## src/rtl/dtrb_pkg.sv

```systemverilog
// ----------------------------------------------------------------------------
// dtrb_pkg
// Shared types and constants of the transmit ring buffer.
// ----------------------------------------------------------------------------
package dtrb_pkg;

    localparam int BUFFER_BYTES = 8192;
    localparam int PTR_W        = $clog2(BUFFER_BYTES);
    localparam int CNT_W        = PTR_W + 1;

    localparam int IDX_W        = 13;
    localparam int LEN_W        = 14;

    localparam int S_TDATA_W    = 24;
    localparam int M_TDATA_W    = 56;

    localparam logic [CNT_W-1:0] BUF_CNT = CNT_W'(BUFFER_BYTES);

    typedef enum logic [1:0] {
        MODE_PUSH = 2'd0,
        MODE_DONE = 2'd1,
        MODE_READ = 2'd2,
        MODE_NOP  = 2'd3
    } mode_t;

    typedef enum logic [2:0] {
        RUN_STOPPED = 3'b001,
        RUN_IDLE    = 3'b010,
        RUN_BUSY    = 3'b100
    } run_state_t;

    typedef enum logic [2:0] {
        CTRL_WAIT = 3'b001,
        CTRL_EXEC = 3'b010,
        CTRL_SEND = 3'b100
    } ctrl_state_t;

    typedef struct packed {
        logic capture;
        logic execute;
    } dtrb_cmd_t;

    typedef struct packed {
        logic [LEN_W-1:0] free_space;
        logic [7:0]       read_data;
        logic [LEN_W-1:0] launch_length;
        logic [IDX_W-1:0] launch_start;
        logic             launch_valid;
        logic             accepted;
    } dtrb_result_t;

endpackage

```

## src/rtl/dtrb_ctrl.sv

```systemverilog
// ----------------------------------------------------------------------------
// dtrb_ctrl
// Handshake sequencer: takes one beat, runs it through the datapath, holds
// the result until the receiver takes it.
// ----------------------------------------------------------------------------
module dtrb_ctrl
    import dtrb_pkg::*;
(
    input  logic      aclk,
    input  logic      aresetn,
    input  logic      s_tvalid,
    output logic      s_tready,
    output logic      m_tvalid,
    input  logic      m_tready,
    output dtrb_cmd_t cmd
);

    ctrl_state_t state_reg, state_next;

    always_ff @(posedge aclk) begin
        if (!aresetn) begin
            state_reg <= CTRL_WAIT;
        end else begin
            state_reg <= state_next;
        end
    end

    always_comb begin
        state_next = state_reg;
        case (state_reg)
            CTRL_WAIT: begin
                if (s_tvalid) state_next = CTRL_EXEC;
            end
            CTRL_EXEC: begin
                state_next = CTRL_SEND;
            end
            CTRL_SEND: begin
                if (m_tready) state_next = CTRL_WAIT;
            end
            default: begin
                state_next = CTRL_WAIT;
            end
        endcase
    end

    assign s_tready    = (state_reg == CTRL_WAIT);
    assign m_tvalid    = (state_reg == CTRL_SEND);
    assign cmd.capture = s_tvalid && (state_reg == CTRL_WAIT);
    assign cmd.execute = (state_reg == CTRL_EXEC);

endmodule

```

## config.mk

```make
export PLATFORM = sky130hd
export DESIGN_NAME = dtrb_ctrl
export DESIGN_NICKNAME = d
export VERILOG_FILES = /design/src/rtl/dtrb_pkg.sv /design/src/rtl/dtrb_ctrl.sv
export SDC_FILE = /design/constraint.sdc
export NUM_CORES = 1
export LEC_CHECK = 0
export BUFFER_PORTS_ARGS = -buffer_cell sky130_fd_sc_hd__buf_2
export CORE_AREA = 2 2 39 41
export CTS_BUF_LIST = sky130_fd_sc_hd__clkbuf_8
export DETAILED_ROUTE_END_ITERATION = 8
export DIE_AREA = 0 0 41 43
export HOLD_SLACK_MARGIN = 0.06
export PLACE_DENSITY = 0.3
export RECOVER_POWER = 25
export SYNTH_ARGS = -nofsm -noshare
export SYNTH_HDL_FRONTEND = slang
export SYNTH_SLANG_ARGS = --single-unit
export TNS_END_PERCENT = 5
```

## constraint.sdc

```tcl
create_clock -name aclk -period 2.9 [get_ports aclk]
set_input_delay 0.87 -clock aclk [delete_from_list [all_inputs] [get_ports aclk]]
set_output_delay 0.87 -clock aclk [all_outputs]
set_load 0.005 [all_outputs]
```

Yosys cells after proc, flatten, opt, wreduce, memory -nomap -nowiden
Index checks and enable logic that the tools add are counted. Widths: inputs -> output; s select.

Flip-flop bits (word level): 3. Input bits: 4. Output and inout bits: 4. Logic and storage cells: 11.

Equality and inequality tests: 5. Multiplexer cells: 3. Reduce and logical (&&, ||, !) cells: 2.

Operators with widths (count): $pmux 3 s3 (1); $mux 3 (2); $eq 3x1->1 const B (1); $eq 3x2->1 const B (1); $eq 3x3->1 const B (1); $ne 2x1->1 const B (1); $ne 2x2->1 const B (1); $reduce_and 2->1 (1); $logic_and 1x1->1 (1).

Logic depth before layout (Yosys ltp)
Gate-level depths: netlist of the first run.

Word-level depth: 3. Mapped depth: 2. Mapped depth without buffers: 2.

Worst setup path before layout of the first run
OpenSTA, ideal clock, no wires.

Path type: input to output. From: in s_tvalid. To: out cmd[1] (netlist name). Arrival: 1.103 ns. Required time: 2.030 ns. Setup slack: 0.927 ns. Stages: 1. Path buffers: 0. Path through: and4bb_2.

Cells in the longest elaborated chain, start to end: 1.

RTL lines: from (decl) (RTL line dtrb_ctrl.sv:11) `input logic s_tvalid,`; $logic_and 1x1->1 (RTL line dtrb_ctrl.sv:48) `assign cmd.capture = s_tvalid && (state_reg == CTRL_WAIT);`; to (decl) (RTL line dtrb_ctrl.sv:15) `output dtrb_cmd_t cmd`.

Every way passes these cells.

==> Flow_metrics.wiki, run 1 <==
{| class="wikitable"
! Metric !! Value
|-
| Status || finished clean
|-
| GRT Resource Usage Total || 0.05711
|-
| Worst Setup End Kind || output port
|-
| Total non-filler cell area in the finished layout || around 250 sq um
|-
| Dpl cell area || 201.4 sq um
|-
| # IOs || 8
|-
| Layout Area Growth over Synthesis || 60.16%
|-
| Largest net degree at the start of global routing || 8
|-
| Largest family of logic cells by synthesized area || simple AND/OR/NAND/NOR gates
|-
| CTS Root Buffer Type || sky130_fd_sc_hd__clkbuf_8
|-
| Max reg flops || 3
|-
| Critical Path Fanout Max || 3
|-
| Register Area || approximately 60 sq um
|-
| Count of fill cells added during filler insertion || around 160
|-
| Sequential fraction of design power || 0.264
|-
| Max Slew Vio Count || 0
|-
| Number of global-route vias before repair || 143
|-
| Final period util || 0.7533
|-
| Number of placement rows || 14
|-
| Depth of the CTS H-tree || 1
|-
| Yosys cell types || 11
|-
| Setup violation total in the final timing report || 0
|-
| Register area share after synthesis || 0.3902
|-
| DRT Wirelength || 356 microns
|-
| Initial antenna violation count || 0
|-
| Core area || 1384 sq um
|-
| Class of the tightest hold or removal check || reg -> reg
|-
| Crit-path most repeated cell || sky130_fd_sc_hd__buf_2
|-
| Power density over the cells || 719.4 nW/um^2
|-
| CP top delay family || buffers and inverters
|-
| Req. time, crit path || 2.03 ns
|-
| Diodes inserted || 0
|-
| Iteration count of the initial detailed-routing pass || 3
|-
| CTS resizes || 0
|-
| Effective utilization at floorplan || 0.1112
|-
| Worst endpoint data arrival time || 1.31 ns
|-
| Combinational share of power || 0.073
|-
| Number of sinks driven by the clock tree || 3
|-
| Final standard cell utilization of the core || 0.1781
|-
| Global route overflow || 0
|-
| Post-route ant nets || 0
|-
| Net Count, Synth || 19
|-
| Final clock skew || 0.002618 ns
|-
| DR vias || roughly 140
|-
| Fmax || 0.4578 GHz
|-
| Overall Power || 0.1773 mW
|-
| Clock-pin slew of the registers on the worst-case setup and hold paths || 0.03 ns
|-
| Internal power || 0.1421 mW
|-
| Simple-gate portion of the synthesized area || 0.4797
|-
| Buffers & Inverters on Critical Path || 2
|-
| GP Congestion || 0.6687
|-
| DRC marker count from the first detailed-route iteration || 2
|-
| Series of cell instances along the critical path || buf_2, and4bb_2, buf_2
|-
| Category of the worst setup path launch point || input port
|-
| Final critical path time including I/O delays and setup || 2.185 ns
|-
| Switching share of power || 0.1989
|-
| Total number of yosys warnings || 0
|-
| RSZ-0062 raised after global routing || no
|-
| Aggregate negative setup slack || 0 ns
|-
| Setup repair bufs after CTS || 0
|-
| Worst IR drop on VDD || 0.2024 mV
|-
| Wire length of the first global-routing pass || 565 microns
|-
| Longest individual stage delay on the worst path || ~0.22 ns
|-
| Clock share of power || 0.664
|-
| Parity-gate share of the synthesized area counting xor and xnor cells || 0
|-
| DRC viols || 0
|-
| CTS tree || built
|-
| Worst-Skew Late Latency || 0.22 ns
|-
| Port Buf Inserts || 7
|-
| Share of synthesized cell area in full adder, half adder and majority cells || 0
|-
| Cell area after synthesis || 153.9 sq um
|-
| Switching power total || approximately 0.035 mW
|-
| Proportion of synthesized area in mux cells || 0
|-
| Complex-gate fraction of the synthesized area || 0.08130
|-
| Type of the setup path with the least slack || in -> out
|-
| Total clock buffers created by CTS || 3
|-
| Mean number of vias per cell || roughly 3.5
|-
| Reported leakage power || ~0.10 nW
|-
| Maximum capacitance violations || 0
|-
| Synth Area per Inst || 10.26 sq um
|-
| Post-synthesis cell count || 15
|-
| Area used by multi-input combinational logic || 86.33 sq um
|-
| Height of the die || 43 microns
|-
| Count of hold buffers inserted by post-cts repair || 0
|-
| Number of synthesized register bits || 3
|-
| Die W || just over 40 microns
|-
| Routed wirelength normalized by instance count || roughly 8.7 microns
|-
| Worst-path cell with the longest stage delay || sky130_fd_sc_hd__and4bb_2
|-
| Worst slew slack as a fraction of its limit || 0.8228
|-
| Slew at the pin closest to its max-slew limit || 0.2621 ns
|-
| Final layout net count || 30
|-
| Final Hold Fails || 0
|-
| Die outline area || 1763 sq um
|-
| Share of layout cells above drive strength 1 || 0.4800
|-
| Maximum number of buffers from clock root to sink || 2
|}
## logic make-up (layout without fill, tap and decap cells)
logic type,after synthesis,after routing
AOI/OAI and AO/OA,2,2
buffers and inverters,1,11
and+or+nand+nor,9,9
DFF,3,3
## final cells by class
type	instances	share of cell area
clock buffers	3	0.1675
clock inverters	1	0.01523
multi-input cells	11	0.3503
flip-flops and latches	3	0.2437
well taps	16	0.08122
repair buffers	7	0.1421
## worst min-delay path, stage by stage, from the launching register on
cell,delay (ns)
sky130_fd_sc_hd__dfxtp_1,0.38
sky130_fd_sc_hd__nand2b_1,0.12
sky130_fd_sc_hd__a21oi_1,0.03
## worst paths after layout
| check | start | end | slack, ns | cells after the start |
|---|---|---|---|---|
| setup / recovery | s_tvalid | cmd[1] | 0.72 | 3 |
| hold / removal | state_reg[0]$_SDFFE_PN1P_ | state_reg[2]$_SDFFE_PN0P_ | 0.58 | 2 |
| setup reg to reg | state_reg[1]$_SDFFE_PN0P_ | state_reg[1]$_SDFFE_PN0P_ | 1.92 | 2 |
| hold reg to reg | state_reg[0]$_SDFFE_PN1P_ | state_reg[2]$_SDFFE_PN0P_ | 0.58 | 2 |
## metal layers
layer / global-route usage / part of all wire
met5: 0 / 0
met4: 0.04000 / 0
met3: 0.08377 / 0.12
met2: 0.06250 / 0.44
met1: 0.04792 / 0.43
## per-stage QoR
step,hold slack (ns),worst slack [ns],instances
after floorplan,0.5444,0.9269,15
after global placement,0.5949,0.7154,37
after detailed placement,0.5834,0.7114,37
after CTS,0.5846,0.7102,41
after global routing,0.6249,0.6952,41
final,0.5813,0.7154,41
## cells in the final DEF (no fill, tap or decap)
cell type / count
sky130_fd_sc_hd__buf_2: 7
sky130_fd_sc_hd__nor3b_1: 3
sky130_fd_sc_hd__clkbuf_8: 3
sky130_fd_sc_hd__dfxtp_1: 3
sky130_fd_sc_hd__and4bb_2: 1
sky130_fd_sc_hd__and2_2: 1
sky130_fd_sc_hd__or2b_1: 1
sky130_fd_sc_hd__or3b_1: 1
sky130_fd_sc_hd__nand2b_1: 1
sky130_fd_sc_hd__a21oi_1: 1
sky130_fd_sc_hd__nor4b_1: 1
sky130_fd_sc_hd__o31ai_1: 1
sky130_fd_sc_hd__inv_1: 1
## power groups by stage
stage	combinational (mW)	sequential, mW	clock, mW
after global placement	0.0131	0.0474	0
after CTS	0.0132	0.0467	0.123
after floorplan	0.00749	0.0465	0
after global routing	0.0142	0.0472	0.127
final	0.0129	0.0468	0.118
after detailed placement	0.0131	0.0473	0
## synthesized netlist by cell type (all sizes together)
library cell  n  area share
dfxtp         3        0.39
nor3b         3        0.15
a21oi         1       0.032
and2          1       0.049
and4bb        1       0.081
buf           1       0.049
nand2b        1       0.041
nor4b         1       0.057
o31ai         1       0.049
or2b          1       0.049
or3b          1       0.057
No activity file was read; power rests on OpenSTA's default activity.
==> run 2: changes to the inputs <==
==> constraint.sdc (replaced) <==
create_clock -name aclk -period 1.8 [get_ports aclk]
set_input_delay 0.54 -clock aclk [delete_from_list [all_inputs] [get_ports aclk]]
set_output_delay 0.54 -clock aclk [all_outputs]
set_load 0.005 [all_outputs]
==> Flow_metrics.wiki, run 2 (synthesized netlist as in run 1, its figures left out) <==
{| class="wikitable"
! Metric !! Value
|-
| Post-route ant nets || 0
|-
| Highest-count cells in the layout ignoring fill and taps || sky130_fd_sc_hd__buf_2, sky130_fd_sc_hd__nor3b_1, sky130_fd_sc_hd__clkbuf_8, sky130_fd_sc_hd__dfxtp_1
|-
| Maximum capacitance violations || 0
|-
| Share of layout cells above drive strength 1 || 0.4800
|-
| Final Hold Fails || 0
|-
| Final period util || 0.8708
|-
| Worst slew slack as a fraction of its limit || 0.8330
|-
| Aggregate negative setup slack || 0 ns
|-
| Setup violation total in the final timing report || 0
|-
| Final critical path time including I/O delays and setup || approximately 1.6 ns
|-
| CTS resizes || 0
|-
| Worst-path cell with the longest stage delay || sky130_fd_sc_hd__dfxtp_1
|-
| RSZ-0062 raised after global routing || no
|-
| Depth of the CTS H-tree || 1
|-
| Most common library cell in the layout ignoring fill and taps || sky130_fd_sc_hd__buf_2
|-
| GRT Resource Usage Total || 0.05010
|-
| Class of the tightest hold or removal check || in -> reg
|-
| Number of sinks driven by the clock tree || 3
|-
| Final standard cell utilization of the core || 0.1781
|-
| Estimated wirelength of the detail-placed design || 276.7 microns
|-
| CTS tree || built
|-
| Largest net degree at the start of global routing || 8
|-
| Worst endpoint data arrival time || a little over 1 ns
|-
| GP Congestion || 0.6516
|-
| Effective utilization at floorplan || 0.1112
|-
| Final layout net count || 30
|-
| Category of the worst setup path launch point || register
|-
| Longest individual stage delay on the worst path || 0.39 ns
|-
| Diodes inserted || 0
|-
| Clock-pin slew of the registers on the worst-case setup and hold paths || 0.03 ns
|-
| Series of cell instances along the critical path || nor3b_1, buf_2
|-
| Fmax || about 0.64 GHz
|-
| Number of placement rows || 14
|-
| Reported leakage power || 0.1026 nW
|-
| Port Buf Inserts || 7
|-
| Worst Setup End Kind || output port
|-
| Global route overflow || 0
|-
| Worst-Skew Late Latency || 0.22 ns
|-
| DRT Wirelength || between 300 and 400 microns
|-
| Power density over the cells || about 1200 nW/um^2
|-
| DRC viols || 0
|-
| Worst IR drop on VDD || 0.2912 mV
|-
| Wire length of the first global-routing pass || 545 microns
|-
| Mean number of vias per cell || 3.561
|-
| DRC marker count from the first detailed-route iteration || 3
|-
| Critical Path Fanout Max || 7
|-
| Type of the setup path with the least slack || reg -> out
|-
| Initial antenna violation count || 0
|-
| CTS Root Buffer Type || sky130_fd_sc_hd__clkbuf_8
|-
| Layout Area Growth over Synthesis || 60.16%
|-
| Count of fill cells added during filler insertion || 157
|-
| Setup repair bufs after CTS || 0
|-
| Slew at the pin closest to its max-slew limit || 0.2470 ns
|-
| Count of hold buffers inserted by post-cts repair || 0
|-
| Max reg flops || 3
|-
| Die W || a little over 40 microns
|-
| # IOs || 8
|-
| Final clock skew || 0.003394 ns
|-
| Status || finished clean
|-
| Routed wirelength normalized by instance count || 8.390 microns
|-
| Req. time, crit path || 1.26 ns
|-
| Max Slew Vio Count || 0
|-
| Height of the die || 43 microns
|-
| Iteration count of the initial detailed-routing pass || 2
|-
| Core area || about 1400 sq um
|-
| Die outline area || 1763 sq um
|-
| Total clock buffers created by CTS || 3
|-
| Number of global-route vias before repair || 144
|-
| Maximum number of buffers from clock root to sink || 2
|-
| DR vias || 146
|}
run 2: cell counts in the layout (fill, tap and decap cells not counted):
Identical to the previous run, type by type.
run 2: final cells by class:
type | count | area (sq um) | share of cell area
Clock buffer | 3 | 41.29 | 0.1675
Clock inverter | 1 | 3.754 | 0.01523
Multi-Input combinational cell | 11 | 86.33 | 0.3503
Sequential cell | 3 | 60.06 | 0.2437
Tap cell | 16 | 20.02 | 0.08122
Timing Repair Buffer | 7 | 35.03 | 0.1421
run 2: metrics by stage:
stage / cell area (sq um) / hold slack [ns] / std cells / power, mW / setup WS (ns)
final: 246.5 / 0.5360 / 41 / 0.2844 / 0.2326
after floorplan: 153.9 / 0.5444 / 15 / 0.08693 / 0.4869
after CTS: 246.5 / 0.5292 / 41 / 0.2922 / 0.1977
after detailed placement: 201.4 / 0.5906 / 37 / 0.09748 / 0.2672
after global routing: 246.5 / 0.5460 / 41 / 0.2998 / 0.1228
after global placement: 201.4 / 0.5930 / 37 / 0.09765 / 0.2747
run 2: power by group:
part | switching, mW | internal, mW
logic | 0.00760 | 0.0131
registers | 0.00458 | 0.0706
clock network | 0.0434 | 0.145
total | 0.0556 | 0.229
run 2: worst max-delay path: cells and delay by family, from the launching register on:
family        cells  cell delay (ns)
flops             1             0.39
simple gates      1             0.26
buf+inv           1             0.16
run 2: worst paths after layout:
kind | startpoint | endpoint | slack, ns | cells after the start
min reg2reg | state_reg[0]$_SDFFE_PN1P_ | state_reg[2]$_SDFFE_PN0P_ | 0.59 | 2
max | state_reg[1]$_SDFFE_PN0P_ | cmd[0] | 0.23 | 2
min | aresetn | state_reg[0]$_SDFFE_PN1P_ | 0.54 | 2
max reg2reg | state_reg[1]$_SDFFE_PN0P_ | state_reg[0]$_SDFFE_PN1P_ | 0.82 | 2
run 2: routing by layer:
metal,vias up,wire [microns],track usage
met2,6,160,0.06563
met3,0,41,0.05236
met1,64,142,0.05112
li1,76,-,-
met5,-,0,0
met4,0,0,0.02000
